==> config.mk <==
export PLATFORM = sky130hd
export DESIGN_NAME = clipped_rect_fill_engine_top
export DESIGN_NICKNAME = d
export VERILOG_FILES = /design/src/crfe_pkg.sv /design/src/crfe_core.sv /design/src/clipped_rect_fill_engine_top.sv
export SDC_FILE = /design/constraint.sdc
export NUM_CORES = 1
export LEC_CHECK = 0
export BUFFER_PORTS_ARGS = -buffer_cell sky130_fd_sc_hd__buf_2
export CAP_MARGIN = 20
export CORE_AREA = 2 2 337 339
export CTS_CLUSTER_SIZE = 20
export DETAILED_ROUTE_END_ITERATION = 10
export DIE_AREA = 0 0 339 341
export PLACE_DENSITY_LB_ADDON = 0.1
export SLEW_MARGIN = 15
export SYNTH_ARGS = -nofsm -noshare
export SYNTH_HDL_FRONTEND = slang
export SYNTH_SLANG_ARGS = --single-unit
==> constraint.sdc <==
create_clock -name clk -period 6.5 [get_ports clk]
set_input_delay 0.975 -clock clk [delete_from_list [all_inputs] [get_ports clk]]
set_output_delay 0.975 -clock clk [all_outputs]
set_load 0.02 [all_outputs]
==> src/crfe_pkg.sv <==
// Shared types, codes and sizes for the clipped rectangle fill engine.
// No dependencies; imported by the core and the top level.
`default_nettype none

package crfe_pkg;

  // Surface and address sizes
  localparam int MAX_DIMENSION = 4096;
  localparam int DIM_W         = $clog2(MAX_DIMENSION + 1);
  localparam int ADDR_W        = 32;
  localparam int PITCH_W       = 16;
  localparam int COORD_W       = 16;
  localparam int PIXEL_W       = 32;
  localparam int STATUS_W      = 2;
  localparam int CFG_IDX_W     = 3;
  localparam int CFG_DATA_W    = 32;

  // Item kinds
  localparam logic KIND_START = 1'b0;
  localparam logic KIND_STEP  = 1'b1;

  // Result status codes
  localparam logic [STATUS_W-1:0] ST_OK      = 2'd0;
  localparam logic [STATUS_W-1:0] ST_INVALID = 2'd1;
  localparam logic [STATUS_W-1:0] ST_BUSY    = 2'd2;
  localparam logic [STATUS_W-1:0] ST_IDLE    = 2'd3;

  // Configuration register indexes
  localparam logic [CFG_IDX_W-1:0] REG_SURFACE_WIDTH  = 3'd0;
  localparam logic [CFG_IDX_W-1:0] REG_SURFACE_HEIGHT = 3'd1;
  localparam logic [CFG_IDX_W-1:0] REG_ROW_PITCH      = 3'd2;
  localparam logic [CFG_IDX_W-1:0] REG_SWAP_RED_BLUE  = 3'd3;
  localparam logic [CFG_IDX_W-1:0] REG_SURFACE_BASE   = 3'd4;

  typedef struct packed {
    logic [DIM_W-1:0]   surface_width;
    logic [DIM_W-1:0]   surface_height;
    logic [PITCH_W-1:0] row_pitch_bytes;
    logic               swap_red_blue;
    logic [ADDR_W-1:0]  surface_base;
  } crfe_cfg_t;

  typedef struct packed {
    logic               kind;
    logic [COORD_W-1:0] rect_x;
    logic [COORD_W-1:0] rect_y;
    logic [COORD_W-1:0] rect_width;
    logic [COORD_W-1:0] rect_height;
    logic [PIXEL_W-1:0] fill_color;
  } crfe_item_t;

  typedef struct packed {
    logic [STATUS_W-1:0] status;
    logic                write_valid;
    logic [ADDR_W-1:0]   write_address;
    logic [PIXEL_W-1:0]  write_data;
    logic                last_write;
  } crfe_result_t;

endpackage : crfe_pkg

`default_nettype wire

==> src/crfe_core.sv <==
// Fill state and per-beat result logic of the rectangle fill engine.
// Depends on crfe_pkg; the result is combinational, the state advances on each beat.
`default_nettype none

module crfe_core
  import crfe_pkg::*;
(
  input  wire logic         clk,
  input  wire logic         rst_n,
  input  wire logic         fire,
  input  wire crfe_item_t   item,
  input  wire crfe_cfg_t    cfg,
  output crfe_result_t      result
);

  // Fill state
  logic              fill_active_r, fill_active_nxt;
  logic [ADDR_W-1:0] row_address_r, row_address_nxt;
  logic [DIM_W-1:0]  column_count_r, column_count_nxt;
  logic [DIM_W-1:0]  row_count_r, row_count_nxt;
  logic [DIM_W-1:0]  span_width_r, span_width_nxt;
  logic [DIM_W-1:0]  span_height_r, span_height_nxt;
  logic [PIXEL_W-1:0] pixel_value_r, pixel_value_nxt;

  // Start checks and clipping
  logic                  bad_args;
  logic [DIM_W-1:0]      avail_w, avail_h, clip_w, clip_h;
  logic [DIM_W+PITCH_W-1:0] y_offset;
  logic [ADDR_W-1:0]     start_addr;
  logic [PIXEL_W-1:0]    encoded;

  // Step logic
  logic [ADDR_W-1:0] step_addr;
  logic [DIM_W:0]    col_inc, row_inc;
  logic              last_col, last_row;

  always_comb begin
    bad_args = (cfg.surface_base == '0) ||
               (item.rect_width == '0) || (item.rect_height == '0) ||
               (cfg.surface_width > DIM_W'(MAX_DIMENSION)) ||
               (cfg.surface_height > DIM_W'(MAX_DIMENSION)) ||
               (item.rect_x >= COORD_W'(cfg.surface_width)) ||
               (item.rect_y >= COORD_W'(cfg.surface_height)) ||
               (cfg.row_pitch_bytes < PITCH_W'({cfg.surface_width, 2'b00}));

    // clip to the right and bottom edges
    avail_w = cfg.surface_width - item.rect_x[DIM_W-1:0];
    avail_h = cfg.surface_height - item.rect_y[DIM_W-1:0];
    clip_w  = (item.rect_width > COORD_W'(avail_w)) ? avail_w
                                                    : item.rect_width[DIM_W-1:0];
    clip_h  = (item.rect_height > COORD_W'(avail_h)) ? avail_h
                                                     : item.rect_height[DIM_W-1:0];

    y_offset   = (DIM_W+PITCH_W)'(item.rect_y[DIM_W-1:0]) *
                 (DIM_W+PITCH_W)'(cfg.row_pitch_bytes);
    start_addr = cfg.surface_base + ADDR_W'(y_offset) +
                 ADDR_W'({item.rect_x[DIM_W-1:0], 2'b00});

    // BGR: swap bytes 0 and 2, clear the top byte
    if (cfg.swap_red_blue) begin
      encoded = {8'h00, item.fill_color[7:0], item.fill_color[15:8],
                 item.fill_color[23:16]};
    end else begin
      encoded = item.fill_color;
    end

    step_addr = row_address_r + ADDR_W'({column_count_r, 2'b00});
    col_inc   = {1'b0, column_count_r} + (DIM_W+1)'(1);
    row_inc   = {1'b0, row_count_r} + (DIM_W+1)'(1);
    last_col  = col_inc >= {1'b0, span_width_r};
    last_row  = row_inc >= {1'b0, span_height_r};
  end

  // Build the result and the next state for this beat
  always_comb begin
    result           = '0;
    fill_active_nxt  = fill_active_r;
    row_address_nxt  = row_address_r;
    column_count_nxt = column_count_r;
    row_count_nxt    = row_count_r;
    span_width_nxt   = span_width_r;
    span_height_nxt  = span_height_r;
    pixel_value_nxt  = pixel_value_r;

    if (item.kind == KIND_START) begin
      if (fill_active_r) begin
        result.status = ST_BUSY;
      end else if (bad_args) begin
        result.status = ST_INVALID;
      end else begin
        result.status    = ST_OK;
        fill_active_nxt  = 1'b1;
        row_address_nxt  = start_addr;
        column_count_nxt = '0;
        row_count_nxt    = '0;
        span_width_nxt   = clip_w;
        span_height_nxt  = clip_h;
        pixel_value_nxt  = encoded;
      end
    end else if (!fill_active_r) begin
      result.status = ST_IDLE;
    end else begin
      result.status        = ST_OK;
      result.write_valid   = 1'b1;
      result.write_address = step_addr;
      result.write_data    = pixel_value_r;
      result.last_write    = last_col && last_row;
      if (last_col) begin
        column_count_nxt = '0;
        if (last_row) begin
          fill_active_nxt = 1'b0;
          row_count_nxt   = '0;
        end else begin
          row_count_nxt   = row_inc[DIM_W-1:0];
          // pitch is read live at each row advance
          row_address_nxt = row_address_r + ADDR_W'(cfg.row_pitch_bytes);
        end
      end else begin
        column_count_nxt = col_inc[DIM_W-1:0];
      end
    end
  end

  // Advance the state on each accepted beat
  always_ff @(posedge clk) begin
    if (!rst_n) begin
      fill_active_r  <= 1'b0;
      row_address_r  <= '0;
      column_count_r <= '0;
      row_count_r    <= '0;
      span_width_r   <= '0;
      span_height_r  <= '0;
      pixel_value_r  <= '0;
    end else if (fire) begin
      fill_active_r  <= fill_active_nxt;
      row_address_r  <= row_address_nxt;
      column_count_r <= column_count_nxt;
      row_count_r    <= row_count_nxt;
      span_width_r   <= span_width_nxt;
      span_height_r  <= span_height_nxt;
      pixel_value_r  <= pixel_value_nxt;
    end
  end

endmodule : crfe_core

`default_nettype wire

==> src/clipped_rect_fill_engine_top.sv <==
// Clipped rectangle fill engine: top level with configuration registers,
// the fill core and a result register with a skid stage. Depends on crfe_pkg, crfe_core.
// Each result is registered in the result register, or first in the skid stage.
// Throughput: one start or step per cycle unless in_stall; one write per active step.
// in_stall rises only while the skid stage holds a result behind a stalled output.
// Reset clears the configuration registers, the fill state and both result valids.
`default_nettype none

module clipped_rect_fill_engine_top
  import crfe_pkg::*;
(
  input  wire logic                  clk,
  input  wire logic                  rst_n,
  // input channel
  input  wire logic                  in_valid,
  output logic                       in_stall,
  input  wire logic                  in_kind,
  input  wire logic [COORD_W-1:0]    in_rect_x,
  input  wire logic [COORD_W-1:0]    in_rect_y,
  input  wire logic [COORD_W-1:0]    in_rect_width,
  input  wire logic [COORD_W-1:0]    in_rect_height,
  input  wire logic [PIXEL_W-1:0]    in_fill_color,
  // result channel
  output logic                       out_valid,
  input  wire logic                  out_stall,
  output logic [STATUS_W-1:0]        out_status,
  output logic                       out_write_valid,
  output logic [ADDR_W-1:0]          out_write_address,
  output logic [PIXEL_W-1:0]         out_write_data,
  output logic                       out_last_write,
  // configuration write channel
  input  wire logic                  cfg_valid,
  output logic                       cfg_ready,
  input  wire logic [CFG_IDX_W-1:0]  cfg_index,
  input  wire logic [CFG_DATA_W-1:0] cfg_data
);

  crfe_cfg_t    cfg_r;
  crfe_item_t   item;
  crfe_result_t new_result;
  crfe_result_t main_r, skid_r;
  logic         main_valid_r, skid_valid_r;
  logic         in_fire, out_fire;

  assign cfg_ready = 1'b1;

  // Configuration registers
  always_ff @(posedge clk) begin
    if (!rst_n) begin
      cfg_r <= '0;
    end else if (cfg_valid && cfg_ready) begin
      unique case (cfg_index)
        REG_SURFACE_WIDTH:  cfg_r.surface_width   <= cfg_data[DIM_W-1:0];
        REG_SURFACE_HEIGHT: cfg_r.surface_height  <= cfg_data[DIM_W-1:0];
        REG_ROW_PITCH:      cfg_r.row_pitch_bytes <= cfg_data[PITCH_W-1:0];
        REG_SWAP_RED_BLUE:  cfg_r.swap_red_blue   <= cfg_data[0];
        REG_SURFACE_BASE:   cfg_r.surface_base    <= cfg_data[ADDR_W-1:0];
        default: ;
      endcase
    end
  end

  // Gather the input beat
  always_comb begin
    item.kind        = in_kind;
    item.rect_x      = in_rect_x;
    item.rect_y      = in_rect_y;
    item.rect_width  = in_rect_width;
    item.rect_height = in_rect_height;
    item.fill_color  = in_fill_color;
  end

  assign in_stall = skid_valid_r;
  assign in_fire  = in_valid && !skid_valid_r;
  assign out_fire = main_valid_r && !out_stall;

  crfe_core u_core (
    .clk    (clk),
    .rst_n  (rst_n),
    .fire   (in_fire),
    .item   (item),
    .cfg    (cfg_r),
    .result (new_result)
  );

  // Result register and skid stage
  always_ff @(posedge clk) begin
    if (!rst_n) begin
      main_valid_r <= 1'b0;
      skid_valid_r <= 1'b0;
    end else if (skid_valid_r) begin
      if (out_fire) begin
        main_valid_r <= 1'b1;
        skid_valid_r <= 1'b0;
      end
    end else if (in_fire) begin
      if (!main_valid_r || out_fire) begin
        main_valid_r <= 1'b1;
      end else begin
        skid_valid_r <= 1'b1;
      end
    end else if (out_fire) begin
      main_valid_r <= 1'b0;
    end
  end

  // Move payloads; no reset needed
  always_ff @(posedge clk) begin
    if (skid_valid_r) begin
      if (out_fire) begin
        main_r <= skid_r;
      end
    end else if (in_fire) begin
      if (!main_valid_r || out_fire) begin
        main_r <= new_result;
      end else begin
        skid_r <= new_result;
      end
    end
  end

  assign out_valid         = main_valid_r;
  assign out_status        = main_r.status;
  assign out_write_valid   = main_r.write_valid;
  assign out_write_address = main_r.write_address;
  assign out_write_data    = main_r.write_data;
  assign out_last_write    = main_r.last_write;

endmodule : clipped_rect_fill_engine_top

`default_nettype wire

==> flow_summary.json <==
{
  "status": "finished, final reports clean",
  "ctsHoldBuffers": 0,
  "p_per_area_nw_per_um2": 184.2,
  "num_rows": 123,
  "syn_avg_cell_area_um2": 8.901,
  "timing.critical_path.from_type": "input port",
  "ant_nets": 0,
  "slew_headroom_pct": 26.73,
  "firstDrtPassIters": 5,
  "routed_via_density": 4.492,
  "crit_required_ns": 7.01,
  "ys_seq_elements": 330,
  "io_pins": 208,
  "area_delta_synth_final_pct": 19.36,
  "finalSetupViolCount": 0,
  "critPathMaxFanout": 11,
  "cp-end-kind": "flop",
  "path_class": "input port to flop",
  "yosysWarnings": 0,
  "ys_seq_area_share_pct": 29.79,
  "cts_tree": "done",
  "drive_gt1_share_pct": 16.00,
  "grt_usage_pct": 16.18,
  "cts_root_buffer": "clkbuf_16",
  "p_leak_nw": 13.68,
  "die_y_um": 341,
  "clk_pin_slew_ns": 0.06,
  "clk_latency_ns": 0.63,
  "cts_buffer_depth": 3,
  "cts_setup_buffers": 0,
  "synth_cells": 3005,
  "die-area_um2": 115600,
  "arrival_ns": 6.80,
  "clock-sinks": 330,
  "finClkSkew_ns": 0.04130,
  "synth-edff-count": 136,
  "numCtsBuffers": 45,
  "slew_viol_final": 0,
  "antenna_found_initial": 3,
  "core_area_um2": 111900,
  "tightest_slew_ns": 1.089,
  "fmax_ghz": 0.1589,
  "grt_pass1_wl_um": 142600,
  "num-fill-cells": 12120,
  "die_w_um": 339,
  "layout_min_cycle_time_ns": 6.295,
  "vias": 21570,
  "portBuffers": 206,
  "design_area_um2": 31920,
  "ys_types": 78,
  "async_flop_share_pct": 0,
  "gp_congestion": 0.8119,
  "grt-ovfl-total": 0,
  "hpwl_um": 73480,
  "drtIter0Drc": 1109,
  "ys.flop_type": "dfxtp_1",
  "initial_core_util_pct": 23.91,
  "period_share_pct": 96.85,
  "drc": 0,
  "grt_setup_unrepaired": "true",
  "grt_pass1_vias": 22110,
  "routed_wirelength_um": 93630,
  "peakVddDrop_uv": 185.7,
  "syn-num-nets": 3580,
  "total_power_mw": 5.879,
  "htree_levels": 2,
  "cap_violations": 0,
  "post_drt_wl_per_cell_um": 19.50,
  "final_util_pct": 28.53,
  "grt_max_degree": 96,
  "hp-class": "flop to flop",
  "place_area_um2": 30400,
  "synth_area_um2": 26750,
  "nets": 3841,
  "finalHoldViolations": 0
}
[flip-flops by register name (all words and copies together), names as in the netlist, 2 cells and up]
name and flops:
out_write_data 32, out_write_address 32, u_core.row_count_r 13, u_core.pixel_value_r 32
u_core.span_width_r 13, u_core.column_count_r 13, u_core.span_height_r 13, skid_r 68
cfg_r 75, out_status 2, u_core.row_address_r 32
[power by group]
group	internal (mW)	total [mW]	switching, mW
registers	2.22	2.27	0.0485
logic	0.426	1.09	0.662
clock network	1.45	2.52	1.07
total	4.10	5.88	1.78
[area by class of cell]
type                       count  area [um^2]  share of cell area [%]
clock inverter                20        256.5                  0.8034
timing repair buffer         355         2165                   6.780
antenna                        1        2.502                0.007839
clock buffer                  62         1220                   3.821
multi-input combinational   2202        17170                   53.79
sequential                   330         7981                   25.00
tap                         1500         1877                   5.879
inverter                     332         1251                   3.919
[critical path, cell delays in order]
cell       delay, ns
buf_2           0.18
and2_1          0.20
fa_1            0.55
inv_1           0.06
fa_1            0.53
inv_1           0.05
fa_1            0.54
fa_1            0.45
fa_1            0.54
inv_1           0.05
fa_1            0.53
inv_1           0.04
ha_1            0.31
and4_1          0.28
nor3b_1         0.22
nand3_1         0.18
a211oi_2        0.34
nor3_1          0.13
nor3_1          0.24
xor2_1          0.11
o2111ai_1       0.17
o21ai_0         0.11
[layout by cell type (no fill, tap or decap), drive strengths merged, types with 9 or more instances in the layout]
master,netlist,final
a2111oi,12,12
a211oi,32,32
a21boi,9,9
a21o,32,32
a21oi,254,254
a31oi,11,11
and2,112,112
and3,53,53
buf,22,355
clkbuf,119,62
clkinv,2,15
dfxtp,194,194
edfxtp,136,136
fa,197,197
ha,241,241
inv,330,333
mux2,47,47
mux2i,21,21
nand2,410,410
nand2b,20,20
nand3,53,53
nand3b,14,14
nand4,27,27
nor2,163,163
nor2b,17,17
nor3,46,46
nor4,28,28
o21a,27,27
o21ai,135,135
o22ai,9,9
o31ai,17,17
or2,9,9
or3,12,12
xnor2,54,54
xor2,48,48
[kinds of logic (layout without fill, tap and decap cells)]
logic type / after synthesis / in the layout / share of synthesized area [%]
AOI/OAI and AO/OA: 603 / 603 / 13.65
xor gates and xnor gates: 102 / 102 / 3.340
other: 1 / 2 / 0.01402
adders and majority gates: 438 / 438 / 26.02
muxes: 68 / 68 / 2.765
and+or+nand+nor: 990 / 990 / 17.71
buffers and inverters: 473 / 769 / 6.717
DFF: 330 / 330 / 29.79
[per-stage QoR]
step / instances / hold slack [ns] / TNS, ns / worst slack, ns
2_1_floorplan: 3005 / 0.4276 / -0.1023 / -0.04550
3_3_place_gp: 4719 / 0.4384 / -6.309 / -0.5013
3_5_place_dp: 4719 / 0.4410 / -6.613 / -0.4996
4_1_cts: 4801 / 0.4483 / 0 / 0.02650
5_1_grt: 4802 / 0.4624 / -0.05776 / -0.05776
6_report: 4802 / 0.4479 / 0 / 0.2048
[layer usage]
metal	up-vias	part of all wire, %	global-route usage, %
met5	-	0	0
met4	0	2.1	3.907
met3	79	2.8	1.994
met2	301	48	27.63
met1	10450	47	21.65
li1	10740	-	-
[final timing paths]
kind	startpoint	cells after the start	slack, ns	to
min	u_core.pixel_value_r[11]$_SDFFE_PN0P_	2	0.45	u_core.pixel_value_r[11]$_SDFFE_PN0P_
max reg2reg	cfg_r[39]$_SDFFE_PN0P_	20	0.33	u_core.row_address_r[29]$_SDFFE_PN0P_
max	in_rect_y[3]	22	0.20	u_core.row_address_r[29]$_SDFFE_PN0P_
min reg2reg	u_core.pixel_value_r[11]$_SDFFE_PN0P_	2	0.45	u_core.pixel_value_r[11]$_SDFFE_PN0P_
[Yosys cell counts (all sizes together), types with 6 or more instances]
master     n  area share, %
nand2    410            5.8
inv      330            4.6
a21oi    254            4.8
ha       241             11
fa       197             15
dfxtp    194             15
nor2     163            2.3
edfxtp   136             15
o21ai    135            2.5
clkbuf   119            1.7
and2     112            2.6
xnor2     54            1.8
and3      53            1.2
nand3     53           0.99
xor2      48            1.6
mux2      47            2.0
nor3      46           0.86
a211oi    32           0.90
a21o      32           0.90
nor4      28           0.70
nand4     27           0.63
o21a      27           0.76
buf       22           0.39
mux2i     21           0.79
nand2b    20           0.47
nor2b     17           0.40
o31ai     17           0.48
nand3b    14           0.39
a2111oi   12           0.47
or3       12           0.30
a31oi     11           0.26
a21boi     9           0.25
o22ai      9           0.21
or2        9           0.21
o21bai     8           0.22
o41ai      8           0.26
and4       7           0.23
nor3b      6           0.17
[timing repair]
action,CTS,global route
endpoints found under the setup margin,1,16
gates resized for setup,1,15
pin swaps,0,2
(Power assumes the default switching activity.)
